$ cat config.mk
export PLATFORM = sky130hd
export DESIGN_NAME = buffer_queue_watermark_reclaim
export DESIGN_NICKNAME = d
export VERILOG_FILES = /design/src/bqwr_pkg.sv /design/src/buffer_queue_watermark_reclaim.sv /design/src/bqwr_ram.sv /design/src/bqwr_ctrl.sv /design/src/bqwr_dpath.sv
export SDC_FILE = /design/constraint.sdc
export NUM_CORES = 2
export LEC_CHECK = 0
export BUFFER_PORTS_ARGS = -buffer_cell sky130_fd_sc_hd__clkbuf_2
export CORE_UTILIZATION = 58
export DETAILED_ROUTE_END_ITERATION = 10
export PLACE_DENSITY = 0.77
export SLEW_MARGIN = 20
export SYNTH_ARGS = -nofsm -noshare
export SYNTH_HDL_FRONTEND = slang
export SYNTH_SLANG_ARGS = --single-unit
$ cat constraint.sdc
create_clock -name clk -period 7 [get_ports clk]
set_input_delay 1.05 -clock clk [delete_from_list [all_inputs] [get_ports clk]]
set_output_delay 1.05 -clock clk [all_outputs]
set_load 0.05 [all_outputs]
$ cat src/bqwr_pkg.sv
package bqwr_pkg;

  // Default geometry
  localparam int RING_DEPTH_DEF  = 64;
  localparam int HANDLE_BITS_DEF = 16;

  // Fixed field widths
  localparam int CMD_W   = 2;
  localparam int SLOT_W  = 6;
  localparam int MARK_W  = 7;
  localparam int HOLD_W  = 8;
  localparam int COUNT_W = 7;

  // Configuration port
  localparam int PADDR_W = 4;
  localparam int PDATA_W = 32;

  localparam logic [1:0] REG_HIGH_MARK = 2'd0;
  localparam logic [1:0] REG_LOW_MARK  = 2'd1;
  localparam logic [1:0] REG_HOLD_TTL  = 2'd2;

  localparam logic [MARK_W-1:0] HIGH_MARK_RST = 7'd48;
  localparam logic [MARK_W-1:0] LOW_MARK_RST  = 7'd16;
  localparam logic [HOLD_W-1:0] HOLD_TTL_RST  = 8'd0;

  // Request opcodes
  localparam logic [CMD_W-1:0] CMD_ENQ  = 2'd0;
  localparam logic [CMD_W-1:0] CMD_DEQ  = 2'd1;
  localparam logic [CMD_W-1:0] CMD_MARK = 2'd2;
  localparam logic [CMD_W-1:0] CMD_CLR  = 2'd3;

  // Controller to datapath command group
  typedef struct packed {
    logic             capture;
    logic             exec;
    logic             admit;
    logic             read_out;
    logic [CMD_W-1:0] op;
  } bqwr_ctl_t;

endpackage

$ cat src/buffer_queue_watermark_reclaim.sv
// Enqueue and dequeue pass the scan state, then admit or read the handle memory;
//   mark-done and clear load their result from the scan state alone.
//   A new request is taken only once the controller is back at rest (busy low).
// Results are strobed for one cycle by valid; the receiver cannot stall them.
// Synchronous reset (rst high) empties the ring, restores the registers and keeps busy high.
module buffer_queue_watermark_reclaim
  import bqwr_pkg::*;
#(
  parameter int RING_DEPTH  = RING_DEPTH_DEF,
  parameter int HANDLE_BITS = HANDLE_BITS_DEF
) (
  input  logic                   clk,
  input  logic                   rst,
  // Request channel
  input  logic                   start,
  output logic                   busy,
  input  logic [CMD_W-1:0]       cmd,
  input  logic [HANDLE_BITS-1:0] handle,
  input  logic [SLOT_W-1:0]      slot,
  // Result channel
  output logic                   valid,
  output logic                   dropped,
  output logic                   found,
  output logic [HANDLE_BITS-1:0] out_handle,
  output logic [SLOT_W-1:0]      out_slot,
  output logic [COUNT_W-1:0]     pending,
  output logic                   in_overflow,
  output logic [COUNT_W-1:0]     freed_count,
  // Configuration port
  input  logic                   psel,
  input  logic                   penable,
  input  logic                   pwrite,
  input  logic [PADDR_W-1:0]     paddr,
  input  logic [PDATA_W-1:0]     pwdata,
  output logic [PDATA_W-1:0]     prdata,
  output logic                   pready
);

  logic [MARK_W-1:0] high_mark;
  logic [MARK_W-1:0] low_mark;
  logic [HOLD_W-1:0] hold_ttl;
  logic              cfg_write;
  logic [1:0]        reg_sel;
  bqwr_ctl_t         ctl;

  // Registers sit on word boundaries; the low address bits are ignored.
  assign pready    = 1'b1;
  assign reg_sel   = paddr[3:2];
  assign cfg_write = psel && penable && pwrite && pready;

  always_ff @(posedge clk) begin
    if (rst) begin
      high_mark <= HIGH_MARK_RST;
      low_mark  <= LOW_MARK_RST;
      hold_ttl  <= HOLD_TTL_RST;
    end else if (cfg_write) begin
      case (reg_sel)
        REG_HIGH_MARK: high_mark <= pwdata[MARK_W-1:0];
        REG_LOW_MARK:  low_mark  <= pwdata[MARK_W-1:0];
        REG_HOLD_TTL:  hold_ttl  <= pwdata[HOLD_W-1:0];
        default: ;
      endcase
    end
  end

  // Read back the register; unused addresses read zero.
  always_comb begin
    unique case (reg_sel)
      REG_HIGH_MARK: prdata = PDATA_W'(high_mark);
      REG_LOW_MARK:  prdata = PDATA_W'(low_mark);
      REG_HOLD_TTL:  prdata = PDATA_W'(hold_ttl);
      default:       prdata = '0;
    endcase
  end

  // Sequence each request: scan, then admit or read for enqueue and dequeue, then strobe the result.
  bqwr_ctrl u_ctrl (
    .clk   (clk),
    .rst   (rst),
    .start (start),
    .cmd   (cmd),
    .busy  (busy),
    .valid (valid),
    .ctl   (ctl)
  );

  // Ring state, hold countdown cells, reclaim scan and the handle memory.
  bqwr_dpath #(
    .RING_DEPTH  (RING_DEPTH),
    .HANDLE_BITS (HANDLE_BITS)
  ) u_dpath (
    .clk         (clk),
    .rst         (rst),
    .ctl         (ctl),
    .handle      (handle),
    .slot        (slot),
    .high_mark   (high_mark),
    .low_mark    (low_mark),
    .hold_ttl    (hold_ttl),
    .dropped     (dropped),
    .found       (found),
    .out_handle  (out_handle),
    .out_slot    (out_slot),
    .pending     (pending),
    .in_overflow (in_overflow),
    .freed_count (freed_count)
  );

  // A result only leaves when the controller is back at rest.
  a_valid_idle: assert property (@(posedge clk) disable iff (rst)
    valid |-> !busy)
    else $error("result strobed while a request is in flight");

  // An accepted request keeps the block busy in the next cycle.
  a_accept_busy: assert property (@(posedge clk) disable iff (rst)
    (start && !busy) |=> busy)
    else $error("accepted request did not occupy the block");

  // A refused enqueue always leaves the overflow state set.
  a_drop_flag: assert property (@(posedge clk) disable iff (rst)
    (valid && dropped) |-> in_overflow)
    else $error("drop reported without overflow state");

  // A dequeue hit neither drops nor reclaims.
  a_found_clean: assert property (@(posedge clk) disable iff (rst)
    (valid && found) |-> (!dropped && (freed_count == '0)))
    else $error("dequeue result mixed with enqueue status");

endmodule

$ cat src/bqwr_ram.sv
module bqwr_ram
  import bqwr_pkg::*;
#(
  parameter int WIDTH = HANDLE_BITS_DEF,
  parameter int DEPTH = RING_DEPTH_DEF
) (
  input  logic                     clk,
  input  logic                     we,
  input  logic [$clog2(DEPTH)-1:0] waddr,
  input  logic [WIDTH-1:0]         wdata,
  input  logic [$clog2(DEPTH)-1:0] raddr,
  output logic [WIDTH-1:0]         rdata
);

  logic [WIDTH-1:0] mem [DEPTH];

  always_ff @(posedge clk) begin
    if (we) begin
      mem[waddr] <= wdata;
    end
    rdata <= mem[raddr];
  end

endmodule

$ cat src/bqwr_ctrl.sv
module bqwr_ctrl
  import bqwr_pkg::*;
(
  input  logic             clk,
  input  logic             rst,
  input  logic             start,
  input  logic [CMD_W-1:0] cmd,
  output logic             busy,
  output logic             valid,
  output bqwr_ctl_t        ctl
);

  localparam logic [1:0] ST_IDLE  = 2'd0;
  localparam logic [1:0] ST_EXEC  = 2'd1;
  localparam logic [1:0] ST_ADMIT = 2'd2;
  localparam logic [1:0] ST_READ  = 2'd3;

  logic [1:0]       state;
  logic [1:0]       state_next;
  logic [CMD_W-1:0] op;
  logic             accept;
  logic             finish;

  assign busy   = rst || (state != ST_IDLE);
  assign accept = start && !busy;

  always_comb begin
    state_next = state;
    finish     = 1'b0;
    unique case (state)
      ST_IDLE: begin
        if (accept) state_next = ST_EXEC;
      end
      ST_EXEC: begin
        case (op) inside
          CMD_ENQ: state_next = ST_ADMIT;
          CMD_DEQ: state_next = ST_READ;
          CMD_MARK, CMD_CLR: begin
            state_next = ST_IDLE;
            finish     = 1'b1;
          end
          default: state_next = ST_IDLE;
        endcase
      end
      ST_ADMIT, ST_READ: begin
        state_next = ST_IDLE;
        finish     = 1'b1;
      end
      default: state_next = ST_IDLE;
    endcase
  end

  always_ff @(posedge clk) begin
    if (rst) begin
      state <= ST_IDLE;
      op    <= CMD_ENQ;
      valid <= 1'b0;
    end else begin
      state <= state_next;
      valid <= finish;
      if (accept) op <= cmd;
    end
  end

  assign ctl.capture  = accept;
  assign ctl.exec     = (state == ST_EXEC);
  assign ctl.admit    = (state == ST_ADMIT);
  assign ctl.read_out = (state == ST_READ);
  assign ctl.op       = op;

endmodule

$ cat src/bqwr_dpath.sv
module bqwr_dpath
  import bqwr_pkg::*;
#(
  parameter int RING_DEPTH  = RING_DEPTH_DEF,
  parameter int HANDLE_BITS = HANDLE_BITS_DEF
) (
  input  logic                   clk,
  input  logic                   rst,
  input  bqwr_ctl_t              ctl,
  input  logic [HANDLE_BITS-1:0] handle,
  input  logic [SLOT_W-1:0]      slot,
  input  logic [MARK_W-1:0]      high_mark,
  input  logic [MARK_W-1:0]      low_mark,
  input  logic [HOLD_W-1:0]      hold_ttl,
  output logic                   dropped,
  output logic                   found,
  output logic [HANDLE_BITS-1:0] out_handle,
  output logic [SLOT_W-1:0]      out_slot,
  output logic [COUNT_W-1:0]     pending,
  output logic                   in_overflow,
  output logic [COUNT_W-1:0]     freed_count
);

  localparam int IDX_W = $clog2(RING_DEPTH);
  localparam int CNT_W = $clog2(RING_DEPTH + 1);
  localparam int SUM_W = CNT_W + 1;
  localparam int CMP_W = (CNT_W > MARK_W) ? CNT_W : MARK_W;

  // (base + step) mod depth, base below depth and step at most depth
  function automatic logic [IDX_W-1:0] ring_add(input logic [IDX_W-1:0] base,
                                                input logic [CNT_W-1:0] step);
    logic [SUM_W-1:0] sum;
    sum = SUM_W'(base) + SUM_W'(step);
    if (sum >= SUM_W'(RING_DEPTH)) sum = sum - SUM_W'(RING_DEPTH);
    return IDX_W'(sum);
  endfunction

  // Ring bookkeeping
  logic [IDX_W-1:0]      oldest_index;
  logic [CNT_W-1:0]      occupancy;
  logic [CNT_W-1:0]      taken_count;
  logic [CNT_W-1:0]      pending_count;
  logic                  overflow_flag;
  logic [RING_DEPTH-1:0] done;
  logic [HOLD_W-1:0]     hold_cell [RING_DEPTH];

  // Request and scan capture
  logic [HANDLE_BITS-1:0] handle_q;
  logic [SLOT_W-1:0]      slot_q;
  logic [CNT_W-1:0]       freed_q;
  logic [RING_DEPTH-1:0]  clr_mask_q;
  logic                   found_q;
  logic [IDX_W-1:0]       deq_idx_q;

  // Reclaim scan
  logic                    count_en;
  logic [RING_DEPTH-1:0]   free_vec;
  logic [2*RING_DEPTH-1:0] free_dbl;
  logic [RING_DEPTH-1:0]   free_rot;
  logic [RING_DEPTH-1:0]   stop_bit;
  logic [RING_DEPTH-1:0]   run_mask;
  logic [2*RING_DEPTH-1:0] mask_dbl;
  logic [RING_DEPTH-1:0]   clr_mask;
  logic [CNT_W-1:0]        run_idx;
  logic [CNT_W-1:0]        run_len;

  // Admission
  logic [CNT_W-1:0] occ_free;
  logic             ovf_kept;
  logic             drop;
  logic [IDX_W-1:0] tail_idx;
  logic             ram_we;

  // Dequeue and mark done
  logic [IDX_W-1:0]        deq_idx;
  logic                    deq_hit;
  logic [HANDLE_BITS-1:0]  ram_rdata;
  logic [IDX_W-1:0]        mark_idx;
  logic [SUM_W-1:0]        mark_off;
  logic                    mark_ok;

  // Enqueue: count down done entries and find the freeable run in one pass.
  // After the countdown a held entry is free when its counter was one or zero.
  assign count_en = ctl.exec && (ctl.op == CMD_ENQ) && (hold_ttl != '0);

  always_comb begin
    for (int i = 0; i < RING_DEPTH; i++) begin
      free_vec[i] = done[i] && ((hold_ttl == '0) || (hold_cell[i] <= HOLD_W'(1)));
    end
  end

  // Rotate so the oldest entry sits at bit 0, take the trailing run of ones
  assign free_dbl = {free_vec, free_vec} >> oldest_index;
  assign free_rot = free_dbl[RING_DEPTH-1:0];
  assign stop_bit = ~free_rot & (free_rot + RING_DEPTH'(1));
  assign run_mask = free_rot & ~(free_rot + RING_DEPTH'(1));
  assign mask_dbl = {run_mask, run_mask} << oldest_index;
  assign clr_mask = mask_dbl[2*RING_DEPTH-1:RING_DEPTH];

  always_comb begin
    run_idx = '0;
    for (int i = 0; i < RING_DEPTH; i++) begin
      if (stop_bit[i]) run_idx = run_idx | CNT_W'(i);
    end
    run_len = (&free_rot) ? CNT_W'(RING_DEPTH) : run_idx;
  end

  // Admission decision after reclaim; overflow clears before the drop check
  assign occ_free = occupancy - freed_q;
  assign ovf_kept = overflow_flag &&
                    !(CMP_W'(pending_count) < CMP_W'(low_mark));
  assign drop     = ovf_kept || (CMP_W'(pending_count) > CMP_W'(high_mark)) ||
                    (occ_free >= CNT_W'(RING_DEPTH));
  assign tail_idx = ring_add(oldest_index, occupancy);
  assign ram_we   = ctl.admit && !drop;

  // Taken entries form a prefix of the ring, so the next one to hand out
  // sits right after it
  assign deq_idx  = ring_add(oldest_index, taken_count);
  assign deq_hit  = (taken_count < occupancy);

  // Marking needs a slot inside the taken prefix
  assign mark_idx = IDX_W'(slot_q);
  assign mark_off = SUM_W'(mark_idx) - SUM_W'(oldest_index) +
                    ((mark_idx < oldest_index) ? SUM_W'(RING_DEPTH) : SUM_W'(0));
  assign mark_ok  = (32'(slot_q) < 32'(RING_DEPTH)) &&
                    (mark_off < SUM_W'(taken_count));

  bqwr_ram #(
    .WIDTH (HANDLE_BITS),
    .DEPTH (RING_DEPTH)
  ) u_handle_ram (
    .clk   (clk),
    .we    (ram_we),
    .waddr (tail_idx),
    .wdata (handle_q),
    .raddr (deq_idx),
    .rdata (ram_rdata)
  );

  always_ff @(posedge clk) begin
    if (ctl.capture) begin
      handle_q <= handle;
      slot_q   <= slot;
    end
    if (ctl.exec) begin
      freed_q    <= run_len;
      clr_mask_q <= clr_mask;
      found_q    <= deq_hit;
      deq_idx_q  <= deq_idx;
    end
  end

  always_ff @(posedge clk) begin
    for (int i = 0; i < RING_DEPTH; i++) begin
      if (count_en && done[i] && (hold_cell[i] != '0)) begin
        hold_cell[i] <= hold_cell[i] - HOLD_W'(1);
      end else if (ram_we && (tail_idx == IDX_W'(i))) begin
        hold_cell[i] <= hold_ttl;
      end
    end
  end

  always_ff @(posedge clk) begin
    if (rst) begin
      done <= '0;
    end else if (ctl.exec && (ctl.op == CMD_CLR)) begin
      done <= '0;
    end else if (ctl.exec && (ctl.op == CMD_MARK) && mark_ok) begin
      done[mark_idx] <= 1'b1;
    end else if (ctl.admit) begin
      done <= done & ~clr_mask_q;
    end
  end

  always_ff @(posedge clk) begin
    if (rst) begin
      oldest_index  <= '0;
      occupancy     <= '0;
      taken_count   <= '0;
      pending_count <= '0;
      overflow_flag <= 1'b0;
    end else if (ctl.exec && (ctl.op == CMD_CLR)) begin
      oldest_index  <= '0;
      occupancy     <= '0;
      taken_count   <= '0;
      pending_count <= '0;
      overflow_flag <= 1'b0;
    end else if (ctl.exec && (ctl.op == CMD_DEQ) && deq_hit) begin
      taken_count <= taken_count + CNT_W'(1);
      if (pending_count != '0) pending_count <= pending_count - CNT_W'(1);
    end else if (ctl.admit) begin
      oldest_index <= ring_add(oldest_index, freed_q);
      taken_count  <= taken_count - freed_q;
      if (drop) begin
        occupancy     <= occ_free;
        overflow_flag <= 1'b1;
      end else begin
        occupancy     <= occ_free + CNT_W'(1);
        pending_count <= pending_count + CNT_W'(1);
        overflow_flag <= ovf_kept;
      end
    end
  end

  // Result registers, loaded in the last cycle of each request
  always_ff @(posedge clk) begin
    if (ctl.exec && ((ctl.op == CMD_MARK) || (ctl.op == CMD_CLR))) begin
      dropped    <= 1'b0;
      found      <= 1'b0;
      out_handle <= '0;
      out_slot   <= '0;
      if (ctl.op == CMD_CLR) begin
        pending     <= '0;
        in_overflow <= 1'b0;
        freed_count <= COUNT_W'(occupancy);
      end else begin
        pending     <= COUNT_W'(pending_count);
        in_overflow <= overflow_flag;
        freed_count <= '0;
      end
    end else if (ctl.admit) begin
      dropped     <= drop;
      found       <= 1'b0;
      out_handle  <= '0;
      out_slot    <= '0;
      pending     <= drop ? COUNT_W'(pending_count) : COUNT_W'(pending_count + CNT_W'(1));
      in_overflow <= drop ? 1'b1 : ovf_kept;
      freed_count <= COUNT_W'(freed_q);
    end else if (ctl.read_out) begin
      dropped     <= 1'b0;
      found       <= found_q;
      out_handle  <= found_q ? ram_rdata : '0;
      out_slot    <= found_q ? SLOT_W'(deq_idx_q) : '0;
      pending     <= COUNT_W'(pending_count);
      in_overflow <= overflow_flag;
      freed_count <= '0;
    end
  end

endmodule

==> reports/metrics.csv <==
metric,value,unit
Max-slew headroom,9.53,%
Starting Density,58.3,%
fin nets,9018,
H-Tree Level Count,4,
post-route minimum period,6.84,ns
drt pass-1 iters,7,
vias in the first global route,76900,
Sinks on Clock Net,1810,
final cell count without fillers,11100,
first-pass GRT wire length,544000,um
"Clk Latency, worst-skew pair",0.87,ns
"Async S/R FF share, synth",0,%
CTS Buf Count,178,
Multi-input gate area,40700,sq um
Cells after Synth,8097,
Filler cells,11200,
Leak,39.0,nW
DRC errors left,0,
I/O Pins,140,
fraction of layout cells with a size suffix above 1,19.9,%
vias,81000,
Max Cap Violations,0,
I/O Buffers,88,
"critical path, cell by cell",or4_1 -> nor4_1 -> buf_4 -> o211ai_1 -> nand3_1 -> and4_1 -> mux4_2 -> o311ai_0 -> a22oi_2 -> buf_4 -> nand3_2 -> buf_4 -> buf_12 -> nor4_4 -> nand2_1 -> o41ai_1 -> o21ai_1 -> buf_4 -> mux2_2 -> mux2i_1 -> o21a_1,
Post-CTS Hold Buffers,0,
via count normalized by instance count,7.30,
max-slew violations,0,
Tcrit/Tclk final,97.7,%
worst-path fanout max,5,
RSZ-0062 raised after global routing,false,
worst vdd ir,306,uV
"Cell Area, Synth",96100,sq um
Area after DPL,104000,sq um
final hold vios,0,
ANT nets after route,0,
#FFs+latches synth,1810,
Least-Margin Pin Slew,1.36,ns
CP Data Arrival Time,7.54,ns
worst path required time,7.70,ns
Die Wd,409,um
dpl cells,10800,
Hold WC Path Type,input pin to register,
f_max,0.146,GHz
Yosys warning count,0,
full die area,167000,sq um
"Clk pin slew, worst setup/hold paths",0.07,ns
Area growth syn-to-layout,14.9,%
Layout Skew,0.0662,ns
Finished Core Util,67.0,%
row count,149,
largest net degree at the start of global routing,117,
Clock Tree Buf Depth,3,
Crit path top cell by count,buf_4,
Startpoint Class,register,
core box area,165000,sq um
GP Congestion,1.06,
die height,409,um
setup TNS,0,ns
post-route cell area,110000,sq um
total grt overflow,0,
Pwr Density,224,nW/um^2
slowest CP cell,or4_1,
CTS tree,built,
sequential area share after synthesis,54.9,%
initial antenna violation count,28,
Tot GR Track Use,45.3,%
post-synthesis cell type count,109,
Final setup viols,0,
top_reg_cell synth,edfxtp_1,
"EDFF count, synth",1651,
status,completed,
total length of routed wires,387000,um
DR iter-0 viols,14200,
Final HPWL DP,257000,um
CTS root buffer,clkbuf_16,
sequential cell area,52800,sq um
drt wl/cell,34.9,um
Worst R2R Setup Slack,0.16,ns
critical path endpoint category,register,
CP max stage delay,0.57,ns
Post-Syn Area per Cell,11.9,sq um
critical path class,register to register,
==> cell usage after synthesis (all sizes together), types with 13 or more instances <==
cell type	number	share of area [%]
o211ai	181	1.4
nor2	1043	4.1
and2	22	0.14
o221ai	14	0.13
and4	35	0.32
nand2b	26	0.17
or3	24	0.16
ha	193	2.5
edfxtp	1651	52
nor3	166	0.90
a31oi	60	0.39
clkbuf	364	1.4
xnor2	284	2.6
nand4	81	0.54
buf	140	0.76
and3	23	0.15
a211o	16	0.15
a21oi	644	3.4
o21bai	13	0.10
o31ai	92	0.74
nor2b	33	0.21
or2	16	0.10
o32ai	17	0.24
o21a	63	0.49
mux4	377	8.8
dfxtp	159	3.3
xor2	79	0.72
inv	227	0.89
o22ai	51	0.33
nand2	448	1.8
mux2i	144	1.5
a22o	38	0.35
o21ai	266	1.4
nor4	184	1.3
mux2	50	0.59
a211oi	87	0.68
nand3	368	1.9
a21o	42	0.33
a41oi	50	0.46
or4	84	0.66
o2111ai	22	0.22
a22oi	59	0.47
==> layer usage <==
metal | up-vias | share of wire [%] | GRT usage [%]
li1 | 32600 | - | -
met1 | 39200 | 35 | 58.9
met2 | 7355 | 42 | 65.8
met3 | 1857 | 15 | 15.1
met4 | 34 | 7.8 | 27.6
met5 | - | 0.097 | 0.603
==> power by group <==
group | leakage, nW | internal (W) | switching, W
Combinational | 19.9 | 0.00102 | 0.00176
Sequential | 16.2 | 0.0118 | 0.000118
Clock | 2.88 | 0.00556 | 0.00444
==> flip-flops by register name, indices dropped and copies added, names as in the netlist, 7 cells and up <==
name	flops
u_dpath.freed_count	7
u_dpath.u_handle_ram.rdata	16
u_dpath.freed_q	7
u_dpath.clr_mask_q	64
u_dpath.hold_cell	512
u_dpath.done	64
u_dpath.u_handle_ram.mem	1024
low_mark	7
u_dpath.out_handle	16
u_dpath.pending	7
high_mark	7
u_dpath.occupancy	7
u_dpath.taken_count	7
hold_ttl	8
u_dpath.handle_q	16
u_dpath.pending_count	7
==> stage by stage <==
step           setup WS (ns)  power, W  hold WS [ns]
2_1_floorplan          0.174    0.0138         0.406
6_report               0.161    0.0247         0.369
3_3_place_gp           0.176    0.0147         0.410
3_5_place_dp           0.239    0.0147         0.416
4_1_cts                0.168    0.0246         0.333
5_1_grt               0.0584    0.0251         0.357
==> path summary, 6_finish.rpt <==
path / startpoint / depth (start not counted) / end
max: u_dpath.hold_cell[1][53] / 21 / u_dpath.clr_mask_q[61]
min: handle[15] / 1 / u_dpath.handle_q[15]
min reg2reg: u_dpath.clr_mask_q[59] / 1 / u_dpath.done[59]
max reg2reg: u_dpath.hold_cell[1][53] / 21 / u_dpath.clr_mask_q[61]
==> worst max-delay path, delay by kind of cell (launching register included) <==
family                 cells  cell delay (ns)
DFF                        1             0.47
AOI/OAI and AO/OA          6             1.78
and+or+nand+nor            7             2.59
muxes                      3             0.85
buffers and inverters      5             0.96
==> placed cells by master, fill, tap and decap left out, types with 42 or more instances in the layout <==
cell type / n
clkbuf_2: 88
a22oi_1: 58
xor2_1: 79
nand3_1: 364
o21a_1: 63
nor4_1: 166
clkbuf_1: 49
inv_1: 221
xnor2_1: 280
or4_1: 82
nand2_1: 447
o21ai_0: 183
nor2_1: 1027
ha_1: 192
mux2_2: 49
o22ai_1: 51
clkbuf_16: 183
a31oi_1: 60
o211ai_1: 178
nand4_1: 80
edfxtp_1: 1651
nor3_1: 158
o21ai_1: 83
a21oi_1: 642
o31ai_1: 85
a41oi_1: 50
a21o_1: 42
a211oi_1: 87
dfxtp_1: 145
mux4_2: 377
mux2i_1: 142
buf_4: 837
==> kinds of logic after synthesis <==
kind of cell	synth area share, %
simple gates	12.7
compound gates	12.4
flops	54.9
buf+inv	3.08
mux	10.9
xor+xnor	3.31
fa+ha+maj	2.64
other cells	0.00781
==> final cells by class <==
type,instances,area share (%)
diodes,12,0.0272
clock buffers,241,4.42
well taps,2189,2.48
repair buffers,957,6.67
flip-flops and latches,1810,47.8
clock inverters,83,0.951
multi-input cells,5577,36.9
inverters,229,0.786
==> timing repair <==
| action | 4_1_cts | 5_1_grt |
|---|---|---|
| resized for setup | 0 | 5 |
| setup buffers | 0 | 0 |
| setup endpoints to repair | 0 | 30 |
No activity file was read; power rests on OpenSTA's default activity.
